===== config.mk =====
export PLATFORM = sky130hd
export DESIGN_NAME = ttlc_ctrl
export DESIGN_NICKNAME = d
export VERILOG_FILES = /design/src/rtl/ttlc_pkg.sv /design/src/rtl/ttlc_ctrl.sv
export VERILOG_INCLUDE_DIRS = /design/src /design/src/rtl
export SDC_FILE = /design/constraint.sdc
export NUM_CORES = 1
export LEC_CHECK = 0
export BUFFER_PORTS_ARGS = -buffer_cell sky130_fd_sc_hd__buf_2
export CAP_MARGIN = 20
export CORE_AREA = 10 10 47 49
export CTS_CLUSTER_DIAMETER = 150
export CTS_CLUSTER_SIZE = 25
export DETAILED_ROUTE_END_ITERATION = 10
export DIE_AREA = 0 0 57 59
export GPL_ROUTABILITY_DRIVEN = 0
export PLACE_DENSITY = 0.7
export SLEW_MARGIN = 5
export SYNTH_ARGS = -nofsm -noshare
export SYNTH_HDL_FRONTEND = slang
export SYNTH_SLANG_ARGS = --single-unit

===== constraint.sdc =====
create_clock -name clk_i -period 3.6 [get_ports clk_i]
set_clock_uncertainty 0.05 [all_clocks]
set_input_delay 0.36 -clock clk_i [delete_from_list [all_inputs] [get_ports clk_i]]
set_output_delay 0.36 -clock clk_i [all_outputs]
set_load 0.05 [all_outputs]

===== src/rtl/assert_macros.svh =====
// Assertion helpers shared by the RTL files.
// Each macro expects clk_i and rst_ni in scope.
`ifndef ASSERT_MACROS_SVH
`define ASSERT_MACROS_SVH

// Same-cycle implication.
`define ASSERT_IMP(lbl, a, b) \
  lbl: assert property (@(posedge clk_i) disable iff (!rst_ni) (a) |-> (b)) \
    else $error("assertion failed");

// Next-cycle implication.
`define ASSERT_NXT(lbl, a, b) \
  lbl: assert property (@(posedge clk_i) disable iff (!rst_ni) (a) |=> (b)) \
    else $error("assertion failed");

`endif


===== src/rtl/ttlc_pkg.sv =====
// ----------------------------------------------------------------------------
// ttlc_pkg
// Types and constants shared by the TTL cache slot manager.
// ----------------------------------------------------------------------------
package ttlc_pkg;

  localparam logic [29:0] NS_PER_S = 30'd1000000000;

  typedef struct packed {
    logic        req_type;
    logic [63:0] key_fingerprint;
    logic [31:0] dest_address;
    logic [15:0] dest_port;
    logic [63:0] observed_ns;
    logic [31:0] lifetime_s;
    logic [63:0] now_ns;
  } req_t;

  typedef struct packed {
    logic [2:0]  outcome;
    logic [7:0]  slot_number;
    logic [63:0] entry_generation;
    logic [6:0]  removed_count;
    logic        more_left;
  } res_t;

  typedef enum logic [2:0] {
    OUT_REJECTED = 3'd0,
    OUT_UPDATED  = 3'd1,
    OUT_INSERTED = 3'd2,
    OUT_REPLACED = 3'd3,
    OUT_CLEANUP  = 3'd4
  } outcome_e;

  typedef enum logic [1:0] {
    SRC_FREE,
    SRC_NEVER,
    SRC_VICT
  } src_e;

  typedef enum logic [3:0] {
    ST_IDLE,
    ST_EXP_MUL,
    ST_EXP_ADD,
    ST_EXP_CHK,
    ST_SCAN,
    ST_HIT,
    ST_PICK,
    ST_ALLOC,
    ST_SW_INIT,
    ST_SWEEP
  } state_e;

  // Stored slot record.
  typedef struct packed {
    logic [63:0] fp;
    logic [31:0] addr;
    logic [15:0] port;
    logic [63:0] stored;
    logic [63:0] expiry;
  } rec_t;

  typedef struct packed {
    logic load;
    logic mul;
    logic add;
    logic reject_emit;
    logic scan_init;
    logic scan_step;
    logic hit_commit;
    logic pick;
    logic alloc_commit;
    logic sw_init;
    logic sw_step;
    logic sw_emit;
  } cmd_t;

  typedef struct packed {
    logic is_cleanup;
    logic expired_req;
    logic scan_hit;
    logic scan_end;
    logic hit_newer;
    logic sw_end;
  } stat_t;

endpackage


===== src/rtl/ttlc_ctrl.sv =====
// ----------------------------------------------------------------------------
// ttlc_ctrl
// Request sequencer: expiry check, key scan, allocation and sweep control.
// ----------------------------------------------------------------------------
`include "assert_macros.svh"

module ttlc_ctrl (
  input  logic            clk_i,
  input  logic            rst_ni,
  input  logic            start,
  output logic            busy,
  input  ttlc_pkg::stat_t stat_i,
  output ttlc_pkg::cmd_t  cmd_o
);

  ttlc_pkg::state_e state_q, state_d;

  always_ff @(posedge clk_i or negedge rst_ni) begin
    if (!rst_ni) begin
      state_q <= ttlc_pkg::ST_IDLE;
    end else begin
      state_q <= state_d;
    end
  end

  assign busy = (state_q != ttlc_pkg::ST_IDLE);

  always_comb begin
    state_d = state_q;
    cmd_o   = '0;
    case (state_q)
      ttlc_pkg::ST_IDLE: begin
        if (start) begin
          cmd_o.load = 1'b1;
          state_d    = ttlc_pkg::ST_EXP_MUL;
        end
      end
      ttlc_pkg::ST_EXP_MUL: begin
        cmd_o.mul = 1'b1;
        state_d   = stat_i.is_cleanup ? ttlc_pkg::ST_SW_INIT : ttlc_pkg::ST_EXP_ADD;
      end
      ttlc_pkg::ST_EXP_ADD: begin
        cmd_o.add = 1'b1;
        state_d   = ttlc_pkg::ST_EXP_CHK;
      end
      ttlc_pkg::ST_EXP_CHK: begin
        if (stat_i.expired_req) begin
          cmd_o.reject_emit = 1'b1;
          state_d           = ttlc_pkg::ST_IDLE;
        end else begin
          cmd_o.scan_init = 1'b1;
          state_d         = ttlc_pkg::ST_SCAN;
        end
      end
      ttlc_pkg::ST_SCAN: begin
        cmd_o.scan_step = 1'b1;
        if (stat_i.scan_hit) begin
          state_d = ttlc_pkg::ST_HIT;
        end else if (stat_i.scan_end) begin
          state_d = ttlc_pkg::ST_PICK;
        end
      end
      ttlc_pkg::ST_HIT: begin
        if (stat_i.hit_newer) begin
          cmd_o.hit_commit = 1'b1;
        end else begin
          cmd_o.reject_emit = 1'b1;
        end
        state_d = ttlc_pkg::ST_IDLE;
      end
      ttlc_pkg::ST_PICK: begin
        cmd_o.pick = 1'b1;
        state_d    = ttlc_pkg::ST_ALLOC;
      end
      ttlc_pkg::ST_ALLOC: begin
        cmd_o.alloc_commit = 1'b1;
        state_d            = ttlc_pkg::ST_IDLE;
      end
      ttlc_pkg::ST_SW_INIT: begin
        cmd_o.sw_init = 1'b1;
        state_d       = ttlc_pkg::ST_SWEEP;
      end
      ttlc_pkg::ST_SWEEP: begin
        cmd_o.sw_step = 1'b1;
        if (stat_i.sw_end) begin
          cmd_o.sw_emit = 1'b1;
          state_d       = ttlc_pkg::ST_IDLE;
        end
      end
      default: begin
        state_d = ttlc_pkg::ST_IDLE;
      end
    endcase
  end

  `ASSERT_NXT(a_accept_busy, start && !busy, busy)
  `ASSERT_NXT(a_hit_leaves, (state_q == ttlc_pkg::ST_HIT), !busy)

endmodule


After elaboration in Yosys (flattened, before gate mapping)
Cells that the tools add are included.
{"block": "op_classes", "n_addsub": 0, "n_lt_le_gt_ge": 0, "eq_ne": 12, "n_mux": 24, "n_reduce_logical": 3, "n_shift": 0, "bitwise_logic": 0, "div": 0, "n_mul": 0}
{"cell": "$pmux 4 s8", "n": 1}
{"cell": "$mux 4", "n": 5}
{"cell": "$eq 4x3->1 const B", "n": 4}
{"cell": "$mux 1", "n": 15}
{"cell": "$eq 4x2->1 const B", "n": 2}
{"cell": "$eq 4x4->1 const B", "n": 2}
{"cell": "$eq 4x1->1 const B", "n": 1}
{"cell": "$logic_not 4->1", "n": 1}
{"cell": "$ne 2x2->1 const B", "n": 2}
{"cell": "$reduce_bool 4->1", "n": 1}
{"cell": "$mux 3", "n": 1}
{"cell": "$ne 3x3->1 const B", "n": 1}
{"cell": "$reduce_and 3->1", "n": 1}
{"cell": "$mux 2", "n": 1}
{"cell": "$pmux 1 s2", "n": 1}
{"block": "word_totals", "n_memories": 0, "latchBits": 0, "romBits": 0, "in_bits": 9, "word_cells": 40, "mem_bits_rw": 0, "ff_bits": 4}

Depth between registers and ports, before layout
{"block": "logic_depth", "depth_word": 3, "mapped_depth": 4, "depth_no_buf": 3}

Worst setup path after synthesis
Ideal clock, no wire load.
{"block": "synth_path", "kind": "flip-flop to output port", "startpoint": "register state_q[0]", "endpoint": "output port cmd_o[9] in the netlist's numbering", "path_slack_ps": 1430, "arrival_time_ps": 1760, "t_required_ps": 3190, "path_stages_with_launch": 4, "cell_sequence": "dfrtp_1 > buf_6 > nand2b_1 > nor3_1"}
{"item": "start, declared", "line": "ttlc_ctrl.sv:16", "text": "ttlc_pkg::state_e state_q, state_d;"}
{"item": "start signal, assigned", "line": "ttlc_ctrl.sv:20", "text": "state_q <= ttlc_pkg::ST_IDLE;"}
{"item": "start signal, assigned", "line": "ttlc_ctrl.sv:22", "text": "state_q <= state_d;"}
{"item": "end, declared", "line": "ttlc_ctrl.sv:13", "text": "output ttlc_pkg::cmd_t cmd_o"}

==> impl_metrics.yaml <==
finish:
  largest_register_ff_count: 4
  drive_gt1_frac: 0.433
  multi_input_area_um2: 272
  antenna_cells: 0
  regMostFlops: "state_q"
  final_cells: 83
  nFillCells: 151
  syn_to_final_growth_pct: 27.9
  regArea_um2: 100
  top_regs: "state_q x4"
  final_nets: 78
die:
  die_area_um2: 3360
  die_w_um: 57
  io_pins: 22
  core-area_um2: 1400
  fp.dieH_um: 59
  rows: 14
  start_util: 0.297
sta:
  final-setup-viol-count: 0
  tightest_slew_ps: 484
  fin_crit_ps: 1940
  hold_viol_final: 0
  relSlewSlack: 0.677
  finalSetupTns_ps: 0
  max_freq_ghz: 0.514
  rsz0062_at_grt: "no"
  timing.final.crit_share: 0.540
  maxSlewViolCount: 0
power_and_ir_drop:
  seqPwrFrac: 0.261
  powerDensity_nw_per_um2: 922
  ir_worst_vdd_uv: 549
  p_leak_uw: 0.000273
  pwr-share-clk: 0.113
  swShare: 0.574
  total_power_uw: 492
  switchingPower_uw: 282
  power.internal_uw: 210
  combPwrFrac: 0.626
cts:
  clkTransAtPathRegs_ps: 40
  h-tree-depth: 1
  ctsHoldBuffers: 1
  cts_buffers: 3
  clock-sinks: 4
  cts_root_buf: "clkbuf_4"
  cts_setup_buffers: 0
  cts_resized: 0
  cts_tree: "yes"
  clockBufferDepth: 2
  clk_latency_ps: 230
critical_path:
  crit_type: "register to output pin"
  worstReg2RegEnd: "state_q[1]$_DFFE_PN0P_"
  r2r_setup_slack_ps: 2310
  cp_data_arrival_time_ps: 1530
  rr_worst_depth: 3
  crit_path_start_kind: "register"
  reg2reg_from: "state_q[0]$_DFFE_PN0P_"
  slowest_stage: "dfrtp_1"
  crit_chain: "and4bb_1 -> and2_1 -> buf_2"
  required_ps: 3190
  path_max_fanout: 14
  cpPeakStageDelay_ps: 540
  cp-end-kind: "output pin"
synthesis:
  yosys-top-cells-count: "nor2_1 (6), a21oi_1 (4), dfrtp_1 (4), nand2b_1 (4)"
  netlist_instances: 46
  async_flop_share: 1.00
  synth_nets: 55
  ys_types: 23
  ys_ff_latch: 4
  avgSynthCellArea_um2: 9.06
  synthFlopType: "dfrtp_1"
  synth.area.top_cells: "dfrtp_1 (24%), nor4b_4 (11%), buf_6 (8.1%)"
  yosys.area.top_type: "dfrtp_1"
  yosysMostFrequentCell: "nor2_1"
  yosys_warnings: 0
  synth-edff-count: 0
  yosysTopAreaCellShare: 0.240
  yosysSeqAreaShare: 0.240
  synth.cell_area_um2: 417
drt:
  drtAntennaViolNets: 0
  viasPerCell: 4.72
  num_vias: 392
  drt_first_pass_iters: 3
  wire_per_inst_um: 13.0
  drt_wl_total_mm: 1.08
  dr.first_iter.drc_count: 7
  drc: 0
grt:
  grt_max_degree: 16
  grt_use_total: 0.0688
  overflow: 0
  antenna_found_initial: 0
  grt_pass1_vias: 434
  grt_pass1_wl_mm: 1.84
run:
  max_cap_viol_count: 0
hold_path:
  holdPathEnd: "state_q[3]$_DFFE_PN0P_"
  hold_path_depth: 3
  hold_path_class: "input port to register"
  worstHoldStart: "stat_i[5]"
placement:
  hpwl_um: 837
  port_buffers: 21
  dp.cells: 79
status:
  status: "completed"
-- final cells by class --
type | count | area share
Multi-Input combinational cell | 37 | 0.509
Tap cell | 16 | 0.0376
Timing Repair Buffer | 22 | 0.216
Clock buffer | 3 | 0.0423
Inverter | 1 | 0.00704
Sequential cell | 4 | 0.188
-- layout by cell type (no fill, tap or decap) --
master and n:
o21bai_1 1, and4b_1 1, nand2b_4 1, nand2b_1 4, clkbuf_4 3, o21ai_2 1
a21oi_1 4, nor4b_2 1, dlygate4sd3_1 1, and4bb_1 1, buf_2 21, nand3b_1 1
nor4b_4 2, o32a_1 1, o21ai_0 1, nor3_1 3, nand2_1 3, nor2_1 6
and2_1 1, dfrtp_1 4, and3_1 2, nor2b_1 2, a2bb2oi_1 1, inv_1 1
-- power by group through the flow --
stage | logic [uW] | registers (uW) | clock network, uW
after floorplan | 319 | 87.7 | 0
after global placement | 307 | 126 | 0
after detailed placement | 310 | 130 | 0
after CTS | 312 | 129 | 57.3
after global routing | 334 | 138 | 60.5
final | 308 | 128 | 55.5
-- logic make-up after synthesis --
| logic type | Yosys count | synth area share |
|---|---|---|
| flops | 4 | 0.240 |
| simple gates | 28 | 0.507 |
| compound gates | 9 | 0.144 |
| buf+inv | 5 | 0.108 |
-- worst max-delay path by stage --
stage / slack [ps] / to / start / cells past startpoint
after floorplan: 1430 / cmd_o[9] / state_q[0]$_DFFE_PN0P_ / 3
after global placement: 1920 / cmd_o[0] / state_q[2]$_DFFE_PN0P_ / 3
after detailed placement: 1890 / cmd_o[0] / state_q[2]$_DFFE_PN0P_ / 3
after CTS: 1640 / cmd_o[0] / state_q[2]$_DFFE_PN0P_ / 3
after global routing: 1550 / cmd_o[5] / state_q[2]$_DFFE_PN0P_ / 3
final: 1660 / cmd_o[0] / state_q[2]$_DFFE_PN0P_ / 3
-- critical path, delay by kind of cell (launching register included) --
| family | cells | cell delay [ps] |
|---|---|---|
| DFF | 1 | 540 |
| buffers and inverters | 1 | 250 |
| and+or+nand+nor | 2 | 500 |
-- through the flow --
| stage | util | instance area (um2) | worst slack, ps | hold WS (ps) |
|---|---|---|---|---|
| finish | 0.380 | 533 | 1660 | 307 |
| global route | 0.380 | 533 | 1550 | 318 |
| CTS | 0.380 | 533 | 1640 | 302 |
| detailed placement | 0.357 | 500 | 1890 | 122 |
| global placement | 0.357 | 500 | 1920 | 118 |
| floorplan | - | 417 | 1430 | 14.4 |
-- per-layer routing --
layer	track usage	wire, um	up-vias
met5	0	0	-
met1	0.0703	466	166
met2	0.105	485	15
met3	0.0236	93	2
li1	-	-	209
met4	0.0705	32	0
(Power assumes the default switching activity.)
